`config.mk`:
```
export PLATFORM = sky130hd
export DESIGN_NAME = jump_consistent_hash
export DESIGN_NICKNAME = d
export VERILOG_FILES = /design/src/hdl/jch_pkg.sv /design/src/hdl/jump_consistent_hash.sv /design/src/hdl/jch_lcg.sv /design/src/hdl/jch_div.sv
export SDC_FILE = /design/constraint.sdc
export NUM_CORES = 2
export LEC_CHECK = 0
export BUFFER_PORTS_ARGS = -buffer_cell sky130_fd_sc_hd__buf_2
export CAP_MARGIN = 20
export CORE_MARGIN = 10
export CORE_UTILIZATION = 55
export CTS_CLUSTER_DIAMETER = 30
export CTS_CLUSTER_SIZE = 30
export DETAILED_ROUTE_END_ITERATION = 10
export GPL_TIMING_DRIVEN = 0
export PLACE_DENSITY = 0.8
export SYNTH_ARGS = -nofsm -noshare
export SYNTH_HDL_FRONTEND = slang
export SYNTH_SLANG_ARGS = --single-unit
```
`constraint.sdc`:
```
create_clock -name clk -period 9.05 [get_ports clk]
set_input_delay 1.3575 -clock clk [delete_from_list [all_inputs] [get_ports clk]]
set_output_delay 1.3575 -clock clk [all_outputs]
set_load 0.02 [all_outputs]
```
`src/hdl/jch_pkg.sv`:
```
// Package for the jump consistent hash block.
// Holds constants, register map and unit request/response types.
// No dependencies.
package jch_pkg;

  localparam logic [63:0] LCG_MULT         = 64'd2862933555777941757;
  localparam int          JUMP_SCALE_SHIFT = 31;
  localparam int          KEY_TOP_SHIFT    = 33;

  localparam int MUL_DIGIT_W = 16;
  localparam int MUL_STEPS   = 64 / MUL_DIGIT_W;
  localparam int MUL_CNT_W   = $clog2(MUL_STEPS);
  localparam int DIV_STEPS   = 64;
  localparam int DIV_CNT_W   = $clog2(DIV_STEPS);

  localparam int          PADDR_W            = 3;
  localparam logic        REG_BUCKET_COUNT   = 1'b0;
  localparam logic [31:0] BUCKET_COUNT_RESET = 32'd1;

  typedef struct packed {
    logic        start;
    logic [63:0] key;
  } mul_req_t;

  typedef struct packed {
    logic        done;
    logic [63:0] key;
  } mul_rsp_t;

  typedef struct packed {
    logic        start;
    logic [63:0] num;
    logic [31:0] den;
  } div_req_t;

  typedef struct packed {
    logic        done;
    logic [63:0] quot;
  } div_rsp_t;

endpackage

```
`src/hdl/jump_consistent_hash.sv`:
```
// Jump consistent hash bucket selector, top level.
// Depends on jch_pkg, jch_lcg and jch_div.
//
// Input channel: key with in_valid / in_stall. Output channel: bucket with
// out_valid / out_stall. An item moves at a clock edge with valid high and
// stall low. bucket_count is written over the APB port at byte address 0;
// write it only while the block is idle.
// One key at a time: in_stall is high from acceptance until the result is
// moved into the output register. Each loop pass runs one LCG step on the
// 16-bit digit multiplier and then one 64/32 restoring division; the number
// of passes is about ln(bucket_count) + 1. A zero count skips the loop.
// The output register lets the next key be taken while a result waits; a
// stalled receiver holds the finished result in the sequencer until the
// register frees.
// Synchronous reset clears the sequencer, both units and out_valid, and
// sets bucket_count to 1.
module jump_consistent_hash
  import jch_pkg::*;
(
  input  logic               clk,
  input  logic               rst,
  input  logic               in_valid,
  output logic               in_stall,
  input  logic [63:0]        key,
  output logic               out_valid,
  input  logic               out_stall,
  output logic [31:0]        bucket,
  input  logic               psel,
  input  logic               penable,
  input  logic               pwrite,
  input  logic [PADDR_W-1:0] paddr,
  input  logic [31:0]        pwdata,
  output logic [31:0]        prdata,
  output logic               pready
);

  localparam logic [1:0] ST_IDLE = 2'd0;
  localparam logic [1:0] ST_MUL  = 2'd1;
  localparam logic [1:0] ST_DIV  = 2'd2;
  localparam logic [1:0] ST_DONE = 2'd3;

  logic [1:0]  state;
  logic [1:0]  state_next;
  logic [31:0] bucket_count;
  logic [63:0] key_w;
  logic [31:0] b;
  logic [32:0] b_inc;
  logic        in_acc;
  logic        out_free;
  logic        more;
  mul_req_t    mul_req;
  mul_rsp_t    mul_rsp;
  div_req_t    div_req;
  div_rsp_t    div_rsp;

  // register port
  assign pready = 1'b1;
  assign prdata = (paddr[2] == REG_BUCKET_COUNT) ? bucket_count : 32'd0;

  always_ff @(posedge clk) begin
    if (rst) begin
      bucket_count <= BUCKET_COUNT_RESET;
    end else if (psel && penable && pwrite && pready && paddr[2] == REG_BUCKET_COUNT) begin
      bucket_count <= pwdata;
    end
  end

  assign in_stall = (state != ST_IDLE);
  assign in_acc   = in_valid && !in_stall;
  assign out_free = !out_valid || !out_stall;
  assign more     = (div_rsp.quot < {32'd0, bucket_count});
  assign b_inc    = {1'b0, b} + 33'd1;

  jch_lcg u_lcg (
    .clk (clk),
    .rst (rst),
    .req (mul_req),
    .rsp (mul_rsp)
  );

  jch_div u_div (
    .clk (clk),
    .rst (rst),
    .req (div_req),
    .rsp (div_rsp)
  );

  always_comb begin
    state_next    = state;
    mul_req.start = 1'b0;
    mul_req.key   = key_w;
    div_req.start = 1'b0;
    div_req.num   = 64'(b_inc) << JUMP_SCALE_SHIFT;
    div_req.den   = 32'(mul_rsp.key >> KEY_TOP_SHIFT) + 32'd1;
    unique case (state)
      ST_IDLE: begin
        mul_req.key = key;
        if (in_acc) begin
          if (bucket_count == 32'd0) begin
            state_next = ST_DONE;
          end else begin
            mul_req.start = 1'b1;
            state_next    = ST_MUL;
          end
        end
      end
      ST_MUL: begin
        if (mul_rsp.done) begin
          div_req.start = 1'b1;
          state_next    = ST_DIV;
        end
      end
      ST_DIV: begin
        if (div_rsp.done) begin
          if (more) begin
            mul_req.start = 1'b1;
            state_next    = ST_MUL;
          end else begin
            state_next = ST_DONE;
          end
        end
      end
      ST_DONE: begin
        if (out_free) begin
          state_next = ST_IDLE;
        end
      end
      default: state_next = ST_IDLE;
    endcase
  end

  always_ff @(posedge clk) begin
    if (rst) begin
      state     <= ST_IDLE;
      out_valid <= 1'b0;
    end else begin
      state <= state_next;
      if (state == ST_DONE && out_free) begin
        out_valid <= 1'b1;
      end else if (!out_stall) begin
        out_valid <= 1'b0;
      end
    end
  end

  always_ff @(posedge clk) begin
    if (in_acc) begin
      b <= 32'd0;
    end else if (state == ST_DIV && div_rsp.done && more) begin
      b <= div_rsp.quot[31:0];
    end
    if (state == ST_MUL && mul_rsp.done) begin
      key_w <= mul_rsp.key;
    end else if (in_acc) begin
      key_w <= key;
    end
    if (state == ST_DONE && out_free) begin
      bucket <= b;
    end
  end

  a_mul_done_in_mul: assert property (@(posedge clk) disable iff (rst)
    mul_rsp.done |-> state == ST_MUL)
    else $error("multiplier finished outside the multiply step");

  a_div_done_in_div: assert property (@(posedge clk) disable iff (rst)
    div_rsp.done |-> state == ST_DIV)
    else $error("divider finished outside the divide step");

  a_accept_starts: assert property (@(posedge clk) disable iff (rst)
    in_acc |=> (state == ST_MUL || state == ST_DONE))
    else $error("accepted item did not start a pass");

  a_done_loads_out: assert property (@(posedge clk) disable iff (rst)
    (state == ST_DONE && out_free) |=> (out_valid && state == ST_IDLE))
    else $error("finished result not moved to the output register");

endmodule

```
`src/hdl/jch_lcg.sv`:
```
// Iterative LCG step: key * LCG_MULT + 1 mod 2^64, one 16-bit digit a cycle.
// Depends on jch_pkg.
module jch_lcg
  import jch_pkg::*;
(
  input  logic     clk,
  input  logic     rst,
  input  mul_req_t req,
  output mul_rsp_t rsp
);

  logic                 busy;
  logic                 done;
  logic [MUL_CNT_W-1:0] cnt;
  logic [63:0]          a_sh;
  logic [63:0]          m_sh;
  logic [63:0]          acc;
  logic [63:0]          acc_next;
  logic [MUL_DIGIT_W+63:0] partial;

  assign partial  = a_sh[MUL_DIGIT_W-1:0] * m_sh;
  assign acc_next = acc + partial[63:0];

  always_ff @(posedge clk) begin
    if (rst) begin
      busy <= 1'b0;
      done <= 1'b0;
    end else begin
      done <= 1'b0;
      if (req.start) begin
        busy <= 1'b1;
        cnt  <= MUL_CNT_W'(MUL_STEPS - 1);
        a_sh <= req.key;
        m_sh <= LCG_MULT;
        acc  <= 64'd1;
      end else if (busy) begin
        acc  <= acc_next;
        a_sh <= a_sh >> MUL_DIGIT_W;
        m_sh <= m_sh << MUL_DIGIT_W;
        cnt  <= cnt - 1'b1;
        if (cnt == '0) begin
          busy <= 1'b0;
          done <= 1'b1;
        end
      end
    end
  end

  assign rsp = {done, acc};

endmodule

```
`src/hdl/jch_div.sv`:
```
// Restoring divider, 64-bit numerator by 32-bit divisor, one bit a cycle.
// Depends on jch_pkg.
module jch_div
  import jch_pkg::*;
(
  input  logic     clk,
  input  logic     rst,
  input  div_req_t req,
  output div_rsp_t rsp
);

  logic                 busy;
  logic                 done;
  logic [DIV_CNT_W-1:0] cnt;
  logic [63:0]          nq;
  logic [31:0]          den;
  logic [31:0]          rem;
  logic [32:0]          rem_sh;
  logic [32:0]          diff;
  logic                 qbit;

  assign rem_sh = {rem, nq[63]};
  assign diff   = rem_sh - {1'b0, den};
  assign qbit   = ~diff[32];

  always_ff @(posedge clk) begin
    if (rst) begin
      busy <= 1'b0;
      done <= 1'b0;
    end else begin
      done <= 1'b0;
      if (req.start) begin
        busy <= 1'b1;
        cnt  <= DIV_CNT_W'(DIV_STEPS - 1);
        nq   <= req.num;
        den  <= req.den;
        rem  <= '0;
      end else if (busy) begin
        rem <= qbit ? diff[31:0] : rem_sh[31:0];
        nq  <= {nq[62:0], qbit};
        cnt <= cnt - 1'b1;
        if (cnt == '0) begin
          busy <= 1'b0;
          done <= 1'b1;
        end
      end
    end
  end

  assign rsp = {done, nq};

endmodule

```
== Word level (Yosys, flattened, before mapping) ==
Index checks and enable logic that the tools add are counted.
Widths: inputs -> output; s select.

* Output and inout bits: 67
* Input port bits: 106
* Flip-flop bits (word level): 484
* Logic and storage cells: 104

* Reductions and logical operators: 26
* Equal/unequal tests: 8
* Multiply operators: 1
* Mux-type cells: 38
* Add/sub/neg operators: 6
* Bitwise gates (word level): 5
* $lt $le $gt $ge: 1

{| class="wikitable"
|+ Operator list
! kind !! count
|-
| $mux 64 || 9
|-
| $mux 32 || 3
|-
| $add 64x64->64 || 1
|-
| $lt 64x32->1 || 1
|-
| $mul 16x64->64 || 1
|-
| $add 32x1->33 const B || 1
|-
| $sub 33x32->33 || 1
|-
| $add 31x1->32 const B || 1
|-
| $logic_not 32->1 || 1
|-
| $mux 1 || 16
|-
| $mux 2 || 7
|-
| $logic_and 1x1->1 || 8
|-
| $pmux 2 s4 || 1
|-
| $reduce_bool 2->1 || 4
|-
| $logic_not 6->1 || 1
|-
| $mux 6 || 1
|-
| $ne 2x1->1 const B || 3
|-
| $reduce_and 2->1 || 3
|-
| $reduce_or 3->1 || 2
|-
| $sub 6x1->6 const B || 1
|-
| $not 1->1 || 5
|-
| $eq 2x2->1 const B || 2
|-
| $logic_not 2->1 || 2
|-
| $ne 2x2->1 const B || 2
|-
| 6 further kinds || 8
|}

== Longest topological paths before layout ==
* Word-level depth: 7
* Gate-level depth with buffers: 28
* Mapped depth without buffers: 25

== Modules after synthesis ==
From an unflattened synthesis, not the netlist that was laid out.

* Cells, all modules: 4323
* Area, all modules: 44392.6 µm²

{| class="wikitable"
|+ Modules (own cells, without submodules)
! module !! area each (µm²) !! times used !! cells each
|-
| jch_lcg || 27865.5 || 1 || 2741
|-
| jump_consistent_hash || 9220.1 || 1 || 997
|-
| jch_div || 7307.0 || 1 || 585
|}

== Worst setup path before layout ==
OpenSTA, ideal clock, no wires.

* Kind: reg-to-reg
* From: register u_div.nq[9]
* To: register u_lcg.a_sh[0] (enable)
* Buffers on the path: 2
* Stages on the path, launching flop included: 16
* Data arrival time: 8.511 ns
* Library setup time: 0.649 ns
* Clock period less this slack: 9.160 ns
* Data required time: 8.401 ns
* Path slack: -0.110 ns
* Cells stage by stage: edfxtp_1 -> ha_1 -> a21oi_1 -> nor2_1 -> a211oi_1 -> o21ai_0 -> o21a_1 -> o2111ai_1 -> a211oi_1 -> nor4bb_1 -> clkbuf_1 -> nor2_1 -> inv_2 -> clkbuf_1 -> nor2_1 -> nor2_1

* Longest elaborated chain between the ends: 6

{| class="wikitable"
|+ RTL lines
! item !! RTL line !! text
|-
| from (decl) || jch_div.sv:15 || <nowiki>logic [63:0] nq;</nowiki>
|-
| from (signal assigned) || jch_div.sv:35 || <nowiki>nq <= req.num;</nowiki>
|-
| from (signal assigned) || jch_div.sv:40 || <nowiki>nq <= {nq[62:0], qbit};</nowiki>
|-
| $lt 64x32->1 || jump_consistent_hash.sv:71 || <nowiki>assign more = (div_rsp.quot < {32'd0, bucket_count});</nowiki>
|-
| $mux 1 || jump_consistent_hash.sv:115 || <nowiki>if (more) begin</nowiki>
|-
| $mux 1 || jump_consistent_hash.sv:114 || <nowiki>if (div_rsp.done) begin</nowiki>
|-
| $pmux 1 s2 || jump_consistent_hash.sv:95 || <nowiki>unique case (state)</nowiki>
|-
| $reduce_bool 2->1 (no source line) || n/a ||
|-
| $reduce_and 2->1 (no source line) || n/a ||
|-
| to (signal assigned) || jch_lcg.sv:33 || <nowiki>a_sh <= req.key;</nowiki>
|-
| to (signal assigned) || jch_lcg.sv:38 || <nowiki>a_sh <= a_sh >> MUL_DIGIT_W;</nowiki>
|-
| to (decl) || jch_lcg.sv:15 || <nowiki>logic [63:0] a_sh;</nowiki>
|}

Every way passes these cells.
A chain may end at the register's enable or synchronous reset.

== Worst setup path in the final report ==
* From: register u_lcg.a_sh[10]
* To: register u_lcg.acc[61], data pin

* Longest elaborated chain between the ends: 3

{| class="wikitable"
|+ RTL lines
! item !! RTL line !! text
|-
| $mul 16x64->64 || jch_lcg.sv:21 || <nowiki>assign partial = a_sh[MUL_DIGIT_W-1:0] * m_sh;</nowiki>
|-
| $add 64x64->64 || jch_lcg.sv:22 || <nowiki>assign acc_next = acc + partial[63:0];</nowiki>
|-
| $mux 64 || jch_lcg.sv:36 || <nowiki>end else if (busy) begin</nowiki>
|-
| to (signal assigned) || jch_lcg.sv:37 || <nowiki>acc <= acc_next;</nowiki>
|-
| to (decl) || jch_lcg.sv:17 || <nowiki>logic [63:0] acc;</nowiki>
|}

Every way passes these cells. The select of a mux whose other input is x is not followed.

==> run_results.csv <==
group,metric,value,unit
layout,fin_cells,5887,
layout,syn_to_final_growth,13.68,%
cts,path_clk_slew,0.06,ns
layout,multiInputGateArea,26310,um2
layout,fin_nets,5768,
logic_synthesis,syn_area,43270,um2
logic_synthesis,synth_seq_cells,445,
floorplanning,fp.dieH,300.5,um
detailed_routing,wl,146200,um
setup_path,crit_type,"reg2reg",
timing,hold_ws,0.4707,ns
detailed_routing,vias_per_cell,5.701,
global_route,gr-total-overflow,0,
setup_path,r2r_cells,26,
status,status,"completed",
global_route,grt.total_usage,0.3265,
hold_path,hold_path_class,"reg2reg",
floorplanning,coreArea,77720,um2
timing,setup_violations,0,
timing,drv_slew,0,
detailed_routing,vias,33562,
layout,regArea,12650,um2
logic_synthesis,synth_top_cell_by_area,"fa_1",
timing,setup_tns,0,ns
global_route,grt_max_degree,66,
setup_path,critPathLaunchType,"register",
timing,max_freq,112.9,MHz
layout,fill_cells,6253,
global_route,antenna_found_initial,2,
floorplanning,dieArea,90290,um2
detailed_routing,wire_per_inst,24.83,um
detailed_routing,first_pass_iters,6,
timing,tightest_slew,1.224,ns
layout,drive_gt1_frac,0.08646,
logic_synthesis,netlist.area_leader.share,0.2850,
logic_synthesis,synth_edf_count,374,
cts,cts_hold_buf,0,
place,io_buffer_count,167,
layout,final_common_cell,"inv_1",
timing,fin_crit,8.860,ns
floorplanning,rows,102,
hold_path,hold_path_depth,2,
logic_synthesis,avgSynthCellArea,9.662,um2
logic_synthesis,synth_top_cells_by_area,"fa_1 (29%), edfxtp_1 (26%), inv_1 (8.7%), ha_1 (8.1%), nand2_1 (5.6%)",
cts,clockBufferDepth,3,
cts,tritoncts,"built",
floorplanning,design.portCount,173,
cts,root_buffer,"clkbuf_16",
logic_synthesis,async_flop_share,0,
cts,clkLatencyLatePin,0.67,ns
floorplanning,start_util,0.5567,
timing,timing.slew.headroom,0.1837,
timing,hold_viol,0,
floorplanning,die_w,300.5,um
global_route,grt_pass1_vias,34422,
setup_path,cp.required,9.44,ns
place,dpl.hpwl,121100,um
logic_synthesis,ys_types,75,
timing,rsz0062_at_grt,"yes",
timing,period_share,0.9790,
detailed_routing,postRouteAntennaNets,0,
setup_path,cp_max_fo,10,
logic_synthesis,ys.flop_type,"edfxtp_1",
layout,final_cell_mix,"inv_1 (996), nand2_1 (644), fa_1 (616), edfxtp_1 (374), ha_1 (281)",
timing,skew,0.07603,ns
detailed_routing,dr.first_iter.drc_count,3387,
place,placed_cells,5697,
cts,cts_made_buffers,94,
place,gp_congestion,1.032,
cts,clock_sinks,445,
setup_path,worst_setup_path_end_kind,"register",
logic_synthesis,synth_cells,4478,
setup_path,worstPathArrival,9.25,ns
logic_synthesis,synth_warnings,0,
global_route,grt_pass1_wl,217800,um
flow_run,cap_violations,0,
logic_synthesis,syn-num-nets,5481,
detailed_routing,drc,0,
logic_synthesis,ys_seq_area_frac,0.2924,
cts,htree_levels,3,
area by class of cell:
cell class	instances	share of cell area
inverters	1002	0.07685
repair buffers	192	0.02363
multi-input cells	2871	0.5349
flip-flops and latches	445	0.2572
clock inverters	75	0.01971
well taps	1040	0.02646
diodes	1	0.00005088
plain buffers	159	0.01277
clock buffers	102	0.04843
metal layers:
| layer | part of all wire | wire length [um] | global-route usage |
|---|---|---|---|
| met1 | 0.38 | 55920 | 0.4198 |
| met2 | 0.46 | 67160 | 0.5161 |
| met3 | 0.099 | 14520 | 0.07538 |
| met4 | 0.059 | 8555 | 0.1621 |
| met5 | 0 | 0 | 0 |
Yosys cell counts, types with 7 or more instances:
cell	instances
o21a_1	21
nand3_1	71
a31oi_1	57
nor3b_1	8
xnor2_1	106
o211ai_1	7
a211oi_1	16
nand4_1	28
inv_1	1001
edfxtp_1	374
and2_1	94
buf_2	8
a21oi_1	188
xor2_1	67
nor2_1	232
ha_1	281
and3_1	22
a21o_1	41
nor3_1	27
nor2b_1	11
dfxtp_1	71
o21ai_0	158
o21ai_1	20
nor4_1	22
o21bai_1	18
clkbuf_1	144
fa_1	616
nand2_1	649
or2_2	11
nand2b_1	9
kinds of logic (layout without fill, tap and decap cells):
group / count (synthesis) / after routing / synth area share
mux: 5 / 5 / 0.001215
flops: 445 / 445 / 0.2924
other cells: 1 / 2 / 0.00008667
fa+ha+maj: 897 / 897 / 0.3663
compound gates: 586 / 586 / 0.08138
simple gates: 1208 / 1208 / 0.1218
xor+xnor: 174 / 174 / 0.03540
buf+inv: 1162 / 1530 / 0.1014
flip-flops by register name, summed over array words and instances (netlist names), 14 cells and up:
signal,flops
u_lcg.acc,64
b,32
bucket_count,32
u_div.nq,64
u_lcg.a_sh,64
bucket,32
u_div.den,32
key_w,64
u_lcg.m_sh,14
u_div.rem,32
per-stage QoR:
step / setup slack (ns) / util / area (um2)
floorplan: 1.926 / - / 43270
global placement: -1.224 / 0.5842 / 45410
detailed placement: -0.7095 / 0.5877 / 45670
CTS: 0.003075 / 0.6313 / 49070
global route: -0.01121 / 0.6328 / 49190
finish: 0.1905 / 0.6328 / 49190
critical path, stage by stage (launching register included):
cell and delay, ns:
edfxtp_1 0.43, clkbuf_1 0.54, nand2_1 0.49, inv_1 0.25, fa_1 0.46, inv_1 0.24
fa_1 0.46, inv_1 0.10, fa_1 0.50, fa_1 0.48, fa_1 0.49, inv_1 0.05
fa_1 0.50, inv_1 0.05, ha_1 0.27, buf_2 0.18, and2_1 0.19, nand3_1 0.18
or4_1 0.58, a311oi_2 0.49, o31ai_1 0.24, o41ai_2 0.49, buf_4 0.29, a31oi_2 0.18
o21ai_1 0.22, xnor2_1 0.17, nor2_1 0.06
final timing paths:
path | slack [ns] | start | endpoint
max | 0.19 | u_lcg.a_sh[10] | u_lcg.acc[61]
min | 0.47 | bucket_count[1] | bucket_count[1]
max reg2reg | 0.19 | u_lcg.a_sh[10] | u_lcg.acc[61]
min reg2reg | 0.47 | bucket_count[1] | bucket_count[1]
what timing repair did:
item | 4_1_cts | 5_1_grt
resized for setup | 15 | 13
endpoints found under the setup margin | 18 | 10
buffers inserted | 1 | 12
Power is not shown: default switching activity piles up to over one toggle a cycle in this logic, so the estimate is an artifact.
